### config.mk
export PLATFORM = sky130hd
export DESIGN_NAME = nmea_sentence_checker_top
export DESIGN_NICKNAME = d
export VERILOG_FILES = /design/src/rtl/core/nsc_pkg.sv /design/src/rtl/core/nsc_char_class.sv /design/src/rtl/core/nsc_frame.sv /design/src/rtl/core/nsc_out_queue.sv /design/src/rtl/core/nmea_sentence_checker_top.sv
export SDC_FILE = /design/constraint.sdc
export NUM_CORES = 1
export LEC_CHECK = 0
export ABC_AREA = 1
export ABC_CLOCK_PERIOD_IN_PS = 3000
export BUFFER_PORTS_ARGS = -buffer_cell sky130_fd_sc_hd__clkbuf_2
export CELL_PAD_IN_SITES_DETAIL_PLACEMENT = 1
export CELL_PAD_IN_SITES_GLOBAL_PLACEMENT = 2
export CORE_MARGIN = 1
export CORE_UTILIZATION = 33
export DETAILED_ROUTE_END_ITERATION = 8
export GPL_ROUTABILITY_DRIVEN = 0
export PLACE_DENSITY_LB_ADDON = 0.2
export SLEW_MARGIN = 20
export SYNTH_ARGS = -nofsm -noshare
export SYNTH_HDL_FRONTEND = slang
export SYNTH_SLANG_ARGS = --single-unit
### constraint.sdc
create_clock -name clk -period 3 [get_ports clk]
set_input_delay 0.6 -clock clk [delete_from_list [all_inputs] [get_ports clk]]
set_output_delay 0.6 -clock clk [all_outputs]
set_load 0.05 [all_outputs]
### src/rtl/core/nsc_pkg.sv
// nsc_pkg: shared types and constants of the NMEA sentence checker.
// Used by every module under rtl/core; depends on nothing.
`timescale 1ns / 1ps

package nsc_pkg;

  // Default number of address bytes after the start byte
  localparam int ADDRESS_LEN_DEF = 5;

  // Reset value of the maximum sentence length register
  localparam logic [7:0] MAX_LEN_RESET = 8'd82;

  // Characters with a framing role
  localparam logic [7:0] CH_DOLLAR = 8'h24;  // '$'
  localparam logic [7:0] CH_BANG   = 8'h21;  // '!'
  localparam logic [7:0] CH_STAR   = 8'h2A;  // '*'
  localparam logic [7:0] CH_COMMA  = 8'h2C;  // ','
  localparam logic [7:0] CH_DOT    = 8'h2E;  // '.'
  localparam logic [7:0] CH_CR     = 8'h0D;
  localparam logic [7:0] CH_LF     = 8'h0A;

  // Bit positions in the sticky error flags
  localparam int FLAG_FORMAT = 0;
  localparam int FLAG_BADCH  = 1;
  localparam int FLAG_EMPTY  = 2;

  // Width of the packed result word on the output bus
  localparam int RESULT_W = 21;
  localparam int TDATA_W  = 24;

  // Per-byte character classification
  typedef struct packed {
    logic       is_start;
    logic       is_star;
    logic       is_cr;
    logic       is_lf;
    logic       is_comma;
    logic       allowed;
    logic       hex_ok;
    logic [3:0] hex_val;
  } char_class_t;

  // One result, last field in the lowest bit
  typedef struct packed {
    logic [7:0] computed_checksum;
    logic [7:0] field_count;
    logic       data_error;
    logic       checksum_error;
    logic       format_error;
    logic       corrupt;
    logic       sentence_valid;
  } result_t;

endpackage

### src/rtl/core/nsc_char_class.sv
// nsc_char_class: classifies one received byte (start, delimiters,
// allowed set, hex digit value). Depends on nsc_pkg.
`timescale 1ns / 1ps

module nsc_char_class import nsc_pkg::*; (
  input  logic [7:0]  char_byte,
  output char_class_t cls
);

  logic is_lower;
  logic is_upper;
  logic is_digit;
  logic is_hex_uc;
  logic is_hex_lc;

  // Range decodes
  assign is_lower  = (char_byte >= 8'h61) && (char_byte <= 8'h7A);
  assign is_upper  = (char_byte >= 8'h41) && (char_byte <= 8'h5A);
  assign is_digit  = (char_byte >= 8'h30) && (char_byte <= 8'h39);
  assign is_hex_uc = (char_byte >= 8'h41) && (char_byte <= 8'h46);
  assign is_hex_lc = (char_byte >= 8'h61) && (char_byte <= 8'h66);

  // Class word
  always_comb begin
    cls.is_start = (char_byte == CH_DOLLAR) || (char_byte == CH_BANG);
    cls.is_star  = (char_byte == CH_STAR);
    cls.is_cr    = (char_byte == CH_CR);
    cls.is_lf    = (char_byte == CH_LF);
    cls.is_comma = (char_byte == CH_COMMA);
    cls.allowed  = is_lower || is_upper || is_digit || (char_byte == CH_DOT) ||
                   (char_byte == CH_COMMA) || (char_byte == CH_STAR) ||
                   (char_byte == CH_DOLLAR) || (char_byte == CH_BANG);
    cls.hex_ok   = is_digit || is_hex_uc || is_hex_lc;
    // letters: low nibble 1..6 maps to 10..15
    if (is_digit) begin
      cls.hex_val = char_byte[3:0];
    end else if (is_hex_uc || is_hex_lc) begin
      cls.hex_val = char_byte[3:0] + 4'd9;
    end else begin
      cls.hex_val = 4'd0;
    end
  end

endmodule

### src/rtl/core/nsc_frame.sv
// nsc_frame: sentence framing state, running XOR, counters and result build.
// Depends on nsc_pkg and nsc_char_class.
`timescale 1ns / 1ps

module nsc_frame import nsc_pkg::*; #(
  parameter int ADDR_LEN = ADDRESS_LEN_DEF
) (
  input  logic       clk,
  input  logic       rst,
  input  logic       fire,
  input  logic [7:0] char_byte,
  input  logic [7:0] max_len,
  output logic       emit,
  output result_t    res
);

  localparam int ACW = $clog2(ADDR_LEN + 1);
  localparam logic [ACW-1:0] ADDR_LAST = ACW'(ADDR_LEN);

  localparam logic [2:0] PH_IDLE = 3'd0;
  localparam logic [2:0] PH_ADDR = 3'd1;
  localparam logic [2:0] PH_DATA = 3'd2;
  localparam logic [2:0] PH_HEX1 = 3'd3;
  localparam logic [2:0] PH_HEX2 = 3'd4;
  localparam logic [2:0] PH_CR   = 3'd5;
  localparam logic [2:0] PH_LF   = 3'd6;

  char_class_t    cls;
  logic [2:0]     phase, phase_next;
  logic [7:0]     running_xor, running_xor_next;
  logic [ACW-1:0] address_count, address_count_next;
  logic [7:0]     length_count, length_count_next;
  logic [7:0]     comma_count, comma_count_next;
  logic [7:0]     received_sum, received_sum_next;
  logic [2:0]     error_flags, error_flags_next;
  logic           fmt, dat, cks;

  nsc_char_class u_class (
    .char_byte (char_byte),
    .cls       (cls)
  );

  // Next-state logic for one byte
  always_comb begin
    phase_next         = phase;
    running_xor_next   = running_xor;
    address_count_next = address_count;
    length_count_next  = length_count;
    comma_count_next   = comma_count;
    received_sum_next  = received_sum;
    error_flags_next   = error_flags;
    emit               = 1'b0;

    if (cls.is_start) begin
      // start byte restarts from any phase, no result
      phase_next         = PH_ADDR;
      running_xor_next   = 8'd0;
      address_count_next = '0;
      length_count_next  = 8'd1;
      comma_count_next   = 8'd0;
      received_sum_next  = 8'd0;
      error_flags_next   = 3'd0;
      error_flags_next[FLAG_EMPTY]  = 1'b1;
      error_flags_next[FLAG_FORMAT] = (max_len == 8'd0);
    end else if ((phase == PH_IDLE) || (phase > PH_LF)) begin
      phase_next = PH_IDLE;
    end else begin
      // length limit: saturate and flag
      if (length_count >= max_len) begin
        error_flags_next[FLAG_FORMAT] = 1'b1;
      end else begin
        length_count_next = length_count + 8'd1;
      end

      unique case (phase)
        PH_ADDR: begin
          running_xor_next   = running_xor ^ char_byte;
          address_count_next = address_count + ACW'(1);
          if (address_count_next == ADDR_LAST) begin
            phase_next = PH_DATA;
          end
        end
        PH_DATA: begin
          if (cls.is_star) begin
            phase_next = PH_HEX1;
          end else begin
            running_xor_next = running_xor ^ char_byte;
            error_flags_next[FLAG_EMPTY] = 1'b0;
            if (!cls.allowed) begin
              error_flags_next[FLAG_BADCH] = 1'b1;
            end
            if (cls.is_comma && (comma_count != 8'hFF)) begin
              comma_count_next = comma_count + 8'd1;
            end
          end
        end
        PH_HEX1, PH_HEX2: begin
          // bad digit counts as zero and flags format
          if (!cls.hex_ok) begin
            error_flags_next[FLAG_FORMAT] = 1'b1;
          end
          received_sum_next = {received_sum[3:0], cls.hex_val};
          phase_next = (phase == PH_HEX1) ? PH_HEX2 : PH_CR;
        end
        PH_CR: begin
          if (cls.is_cr) begin
            phase_next = PH_LF;
          end else begin
            error_flags_next[FLAG_FORMAT] = 1'b1;
            emit       = 1'b1;
            phase_next = PH_IDLE;
          end
        end
        default: begin
          // LF phase: result either way
          if (!cls.is_lf) begin
            error_flags_next[FLAG_FORMAT] = 1'b1;
          end
          emit       = 1'b1;
          phase_next = PH_IDLE;
        end
      endcase
    end
  end

  // Result word from the updated state
  assign fmt = error_flags_next[FLAG_FORMAT];
  assign dat = error_flags_next[FLAG_BADCH] | error_flags_next[FLAG_EMPTY];
  assign cks = (received_sum_next != running_xor_next);

  always_comb begin
    res.sentence_valid    = ~(fmt | dat | cks);
    res.corrupt           = fmt | cks;
    res.format_error      = fmt;
    res.checksum_error    = cks;
    res.data_error        = dat;
    res.field_count       = comma_count_next;
    res.computed_checksum = running_xor_next;
  end

  // State registers
  always_ff @(posedge clk) begin
    if (rst) begin
      phase         <= PH_IDLE;
      running_xor   <= 8'd0;
      address_count <= '0;
      length_count  <= 8'd0;
      comma_count   <= 8'd0;
      received_sum  <= 8'd0;
      error_flags   <= 3'd0;
    end else if (fire) begin
      phase         <= phase_next;
      running_xor   <= running_xor_next;
      address_count <= address_count_next;
      length_count  <= length_count_next;
      comma_count   <= comma_count_next;
      received_sum  <= received_sum_next;
      error_flags   <= error_flags_next;
    end
  end

endmodule

### src/rtl/core/nsc_out_queue.sv
// nsc_out_queue: two-entry result queue that registers the output word and
// decouples the stream sides. Depends on nsc_pkg.
`timescale 1ns / 1ps

module nsc_out_queue import nsc_pkg::*; (
  input  logic    clk,
  input  logic    rst,
  input  logic    push,
  input  result_t push_data,
  output logic    full,
  output logic    out_valid,
  input  logic    out_ready,
  output result_t out_data
);

  localparam logic [1:0] DEPTH = 2'd2;

  result_t    q [2];
  logic [1:0] count;
  logic       wr_ptr;
  logic       rd_ptr;
  logic       pop;

  assign out_valid = (count != 2'd0);
  assign full      = (count == DEPTH);
  assign pop       = out_valid && out_ready;
  assign out_data  = q[rd_ptr];

  // Pointers and fill count
  always_ff @(posedge clk) begin
    if (rst) begin
      count  <= 2'd0;
      wr_ptr <= 1'b0;
      rd_ptr <= 1'b0;
    end else begin
      if (push) wr_ptr <= ~wr_ptr;
      if (pop)  rd_ptr <= ~rd_ptr;
      case ({push, pop})
        2'b10:   count <= count + 2'd1;
        2'b01:   count <= count - 2'd1;
        default: count <= count;
      endcase
    end
  end

  // Storage
  always_ff @(posedge clk) begin
    if (push) q[wr_ptr] <= push_data;
  end

endmodule

### src/rtl/core/nmea_sentence_checker_top.sv
// Channel | Dir | Signals                        | Word
// in      | in  | s_tvalid s_tready s_tdata[7:0] | char_byte
// out     | out | m_tvalid m_tready m_tdata[23:0]| one sentence result
// cfg     | in  | cfg_we cfg_wdata[7:0]          | max_sentence_length
//
// One byte per cycle while the output queue is not full: input register, then
// framing logic that writes the result into a two-entry output queue.
// The byte is held in the input register and its result in the output queue.
// Reset (rst, synchronous) clears framing state, empties the queue and sets
// max_sentence_length to 82.
// s_tready drops only while the byte register is full and the output queue
// holds two unread results.
// Depends on nsc_pkg, nsc_frame, nsc_out_queue.
`timescale 1ns / 1ps

module nmea_sentence_checker_top import nsc_pkg::*; #(
  parameter int ADDR_LEN = ADDRESS_LEN_DEF
) (
  input  logic               clk,
  input  logic               rst,
  input  logic               s_tvalid,
  output logic               s_tready,
  input  logic [7:0]         s_tdata,   // [7:0] char_byte
  output logic               m_tvalid,
  input  logic               m_tready,
  // [0] sentence_valid, [1] corrupt, [2] format_error, [3] checksum_error,
  // [4] data_error, [12:5] field_count, [20:13] computed_checksum, rest zero
  output logic [TDATA_W-1:0] m_tdata,
  input  logic               cfg_we,
  input  logic [7:0]         cfg_wdata
);

  logic       in_valid;
  logic [7:0] in_byte;
  logic [7:0] max_len;
  logic       q_full;
  logic       fire;
  logic       emit;
  result_t    res;
  result_t    out_res;

  assign fire     = in_valid && !q_full;
  assign s_tready = !in_valid || !q_full;

  // Input word register
  always_ff @(posedge clk) begin
    if (rst) begin
      in_valid <= 1'b0;
    end else if (s_tvalid && s_tready) begin
      in_valid <= 1'b1;
    end else if (fire) begin
      in_valid <= 1'b0;
    end
  end

  always_ff @(posedge clk) begin
    if (s_tvalid && s_tready) in_byte <= s_tdata;
  end

  // Configuration register
  always_ff @(posedge clk) begin
    if (rst) begin
      max_len <= MAX_LEN_RESET;
    end else if (cfg_we) begin
      max_len <= cfg_wdata;
    end
  end

  nsc_frame #(
    .ADDR_LEN (ADDR_LEN)
  ) u_frame (
    .clk       (clk),
    .rst       (rst),
    .fire      (fire),
    .char_byte (in_byte),
    .max_len   (max_len),
    .emit      (emit),
    .res       (res)
  );

  nsc_out_queue u_queue (
    .clk       (clk),
    .rst       (rst),
    .push      (fire && emit),
    .push_data (res),
    .full      (q_full),
    .out_valid (m_tvalid),
    .out_ready (m_tready),
    .out_data  (out_res)
  );

  assign m_tdata = {(TDATA_W - RESULT_W)'(0), out_res};

endmodule

==> impl_metrics.ini <==
[sta]
min_period_ns = 2.64
skew_ns = 0.0131
tightest_slew_ns = 0.618
fin_setup_tns_ns = 0
rsz0062_at_grt = no
report.final.slew_viol_count = 0
clock.fmax_ghz = 0.379
timing.slew.headroom = 0.588
finalCritPeriodShare = 0.879
hold_viol_final = 0
final-setup-viol-count = 0

[clock_network]
path_clk_slew_ns = 0.08
root_buffer = clkbuf_16
holdBufCountCts = 0
clk_latency_ns = 0.36
tritoncts.num_buffers = 9
htreeDepth = 3
ctsResizeCount = 0
cts_sinks = 105
tritoncts = built
post_cts_buffers = 0
cts_max_path_buffers = 2

[synthesis]
synth.top_cell.area_share = 0.264
yosysTopAreaCell = edfxtp_1
syn_area_um2 = 5700
synthArstFlopShare = 0
yosysWarnings = 0
ys_top_cells_by_count = nand2_1, inv_1, a21oi_1
synth_edf_count = 50
netlist_instances = 682
syn_avg_cell_area_um2 = 8.35
synth-seq-area-share = 0.457
synth-main-ff-cell = dfxtp_1
synth.most_common_cell = nand2_1
synthTopCellsByArea = edfxtp_1, dfxtp_1, nand2_1
ys_types = 46
ys_seq_elements = 105

[floorplan]
pin_count = 47
dieArea_um2 = 17800
rows = 47
initial_core_util = 0.341
die_h_um = 133
die_w_um = 133
core-area_um2 = 16700

[setup_path]
start_kind = register
crit_type = register to register
critPathRequiredTime_ns = 3.25
arrival_ns = 2.89
worstPathMaxFanout = 19
endpoint_kind = register

[placed_design]
place_hpwl_mm = 11.3
place_area_um2 = 6170
io_buffers = 43
place_inst = 937

[global_route]
grt_max_degree = 45
overflow = 0
first_global_vias = 4746
grt.total_usage = 0.177
antenna_found_initial = 0
grt_pass1_wl_mm = 24.6

[hold_path]
min_path_type = input port to register

[final_layout]
final_area_um2 = 6460
drive_gt1_frac = 0.201
stdcell_count = 953
area_growth_syn_to_layout_pct = 13.5
final_nets = 767
fillers = 2027
antennaDiodeCount = 0

[route]
drc = 0
drt-initial-drc-count = 217
dr_total_vias = 4649
wl_per_cell_um = 15.7
dr.pass1.iters = 4
ant_nets = 0
drt_wl_total_mm = 15.0
viasPerCell = 4.88

[power]
power_density_nw_per_um2 = 562
total_power_mw = 3.63
ir_drop_mv = 0.281
leakage_nw = 2.80

[status]
outcome = finished, final reports clean

[run]
maxCapViolations = 0
-- worst max-delay path: stages, from the launching register on --
cell and delay (ns):
edfxtp_1 0.49, inv_1 0.20, ha_1 0.21, nand3_1 0.10
nand2_2 0.14, nand2_8 0.13, nand2_2 0.11, nor2_1 0.07
o21ai_1 0.28, ha_1 0.34, a21oi_1 0.11, o21ai_0 0.12
o21ai_0 0.17, a21oi_1 0.06
-- cell type report --
| type | instances | area (µm²) | area share |
|---|---|---|---|
| Inverter | 102 | 383 | 0.0592 |
| Clock inverter | 7 | 68.8 | 0.0106 |
| Timing Repair Buffer | 57 | 320 | 0.0496 |
| Clock buffer | 9 | 225 | 0.0348 |
| Tap cell | 220 | 275 | 0.0426 |
| Sequential cell | 105 | 2600 | 0.403 |
| Multi-Input combinational cell | 453 | 2590 | 0.401 |
-- cells by family (layout without fill, tap and decap cells) --
family,after synthesis,count (layout),share of synthesized area
and+or+nand+nor,265,265,0.223
AOI/OAI and AO/OA,136,136,0.132
buffers and inverters,126,175,0.0916
DFF,105,105,0.457
muxes,21,21,0.0415
adders and majority gates,18,18,0.0395
xor gates and xnor gates,10,10,0.0154
other,1,3,0.000658
-- power by group --
group / switching (mW) / internal, mW / total [mW]
registers: 0.0551 / 1.59 / 1.65
clock network: 0.606 / 0.592 / 1.20
logic: 0.546 / 0.242 / 0.788
-- sequential cells by signal, summed over array words and instances, names as in the netlist, named ones only --
signal / count
in_byte: 8
in_valid: 1
max_len: 8
u_frame.address_count: 3
u_frame.comma_count: 8
u_frame.error_flags: 3
u_frame.length_count: 8
u_frame.phase: 3
u_frame.received_sum: 8
u_frame.running_xor: 8
u_queue.count: 2
u_queue.q: 42
u_queue.rd_ptr: 1
u_queue.wr_ptr: 1
-- stage by stage --
step                worst slack (ns)   util  hold slack (ns)
floorplan                      0.143      -            0.426
global placement               0.406  0.369            0.436
detailed placement             0.341  0.369            0.454
CTS                            0.351  0.387            0.406
global route                  0.0839  0.387            0.406
finish                         0.362  0.387            0.416
-- final timing paths --
check,start,endpoint,slack (ns),cells past startpoint
hold reg to reg,u_queue.rd_ptr$_SDFFE_PP0P_,u_queue.rd_ptr$_SDFFE_PP0P_,0.47,1
hold / removal,s_tdata[6],in_byte[6]$_DFFE_PP_,0.42,1
setup reg to reg,in_byte[1]$_DFFE_PP_,u_queue.count[1]$_SDFFE_PP0P_,0.36,13
setup / recovery,in_byte[1]$_DFFE_PP_,u_queue.count[1]$_SDFFE_PP0P_,0.36,13
-- layer usage --
layer	vias up	share of wire	global-route usage
met5	-	0	0
met4	0	0.012	0.0587
met3	10	0.021	0.0244
met2	54	0.46	0.290
met1	2216	0.51	0.240
li1	2369	-	-
-- layout by cell type, fill, tap and decap left out, drive strengths merged --
master	count
a211oi	7
a21boi	1
a21oi	66
a31o	1
a41oi	2
buf	14
clkbuf	52
clkinv	3
clkinvlp	1
conb	3
dfxtp	55
edfxtp	50
ha	18
inv	105
mux2	21
nand2	135
nand3	51
nand3b	5
nand4	11
nor2	47
nor3	10
nor4	2
o211ai	3
o21a	3
o21ai	52
o21bai	1
or2	3
or4	1
xnor2	5
xor2	5
Power figures use the tool's default switching activity.
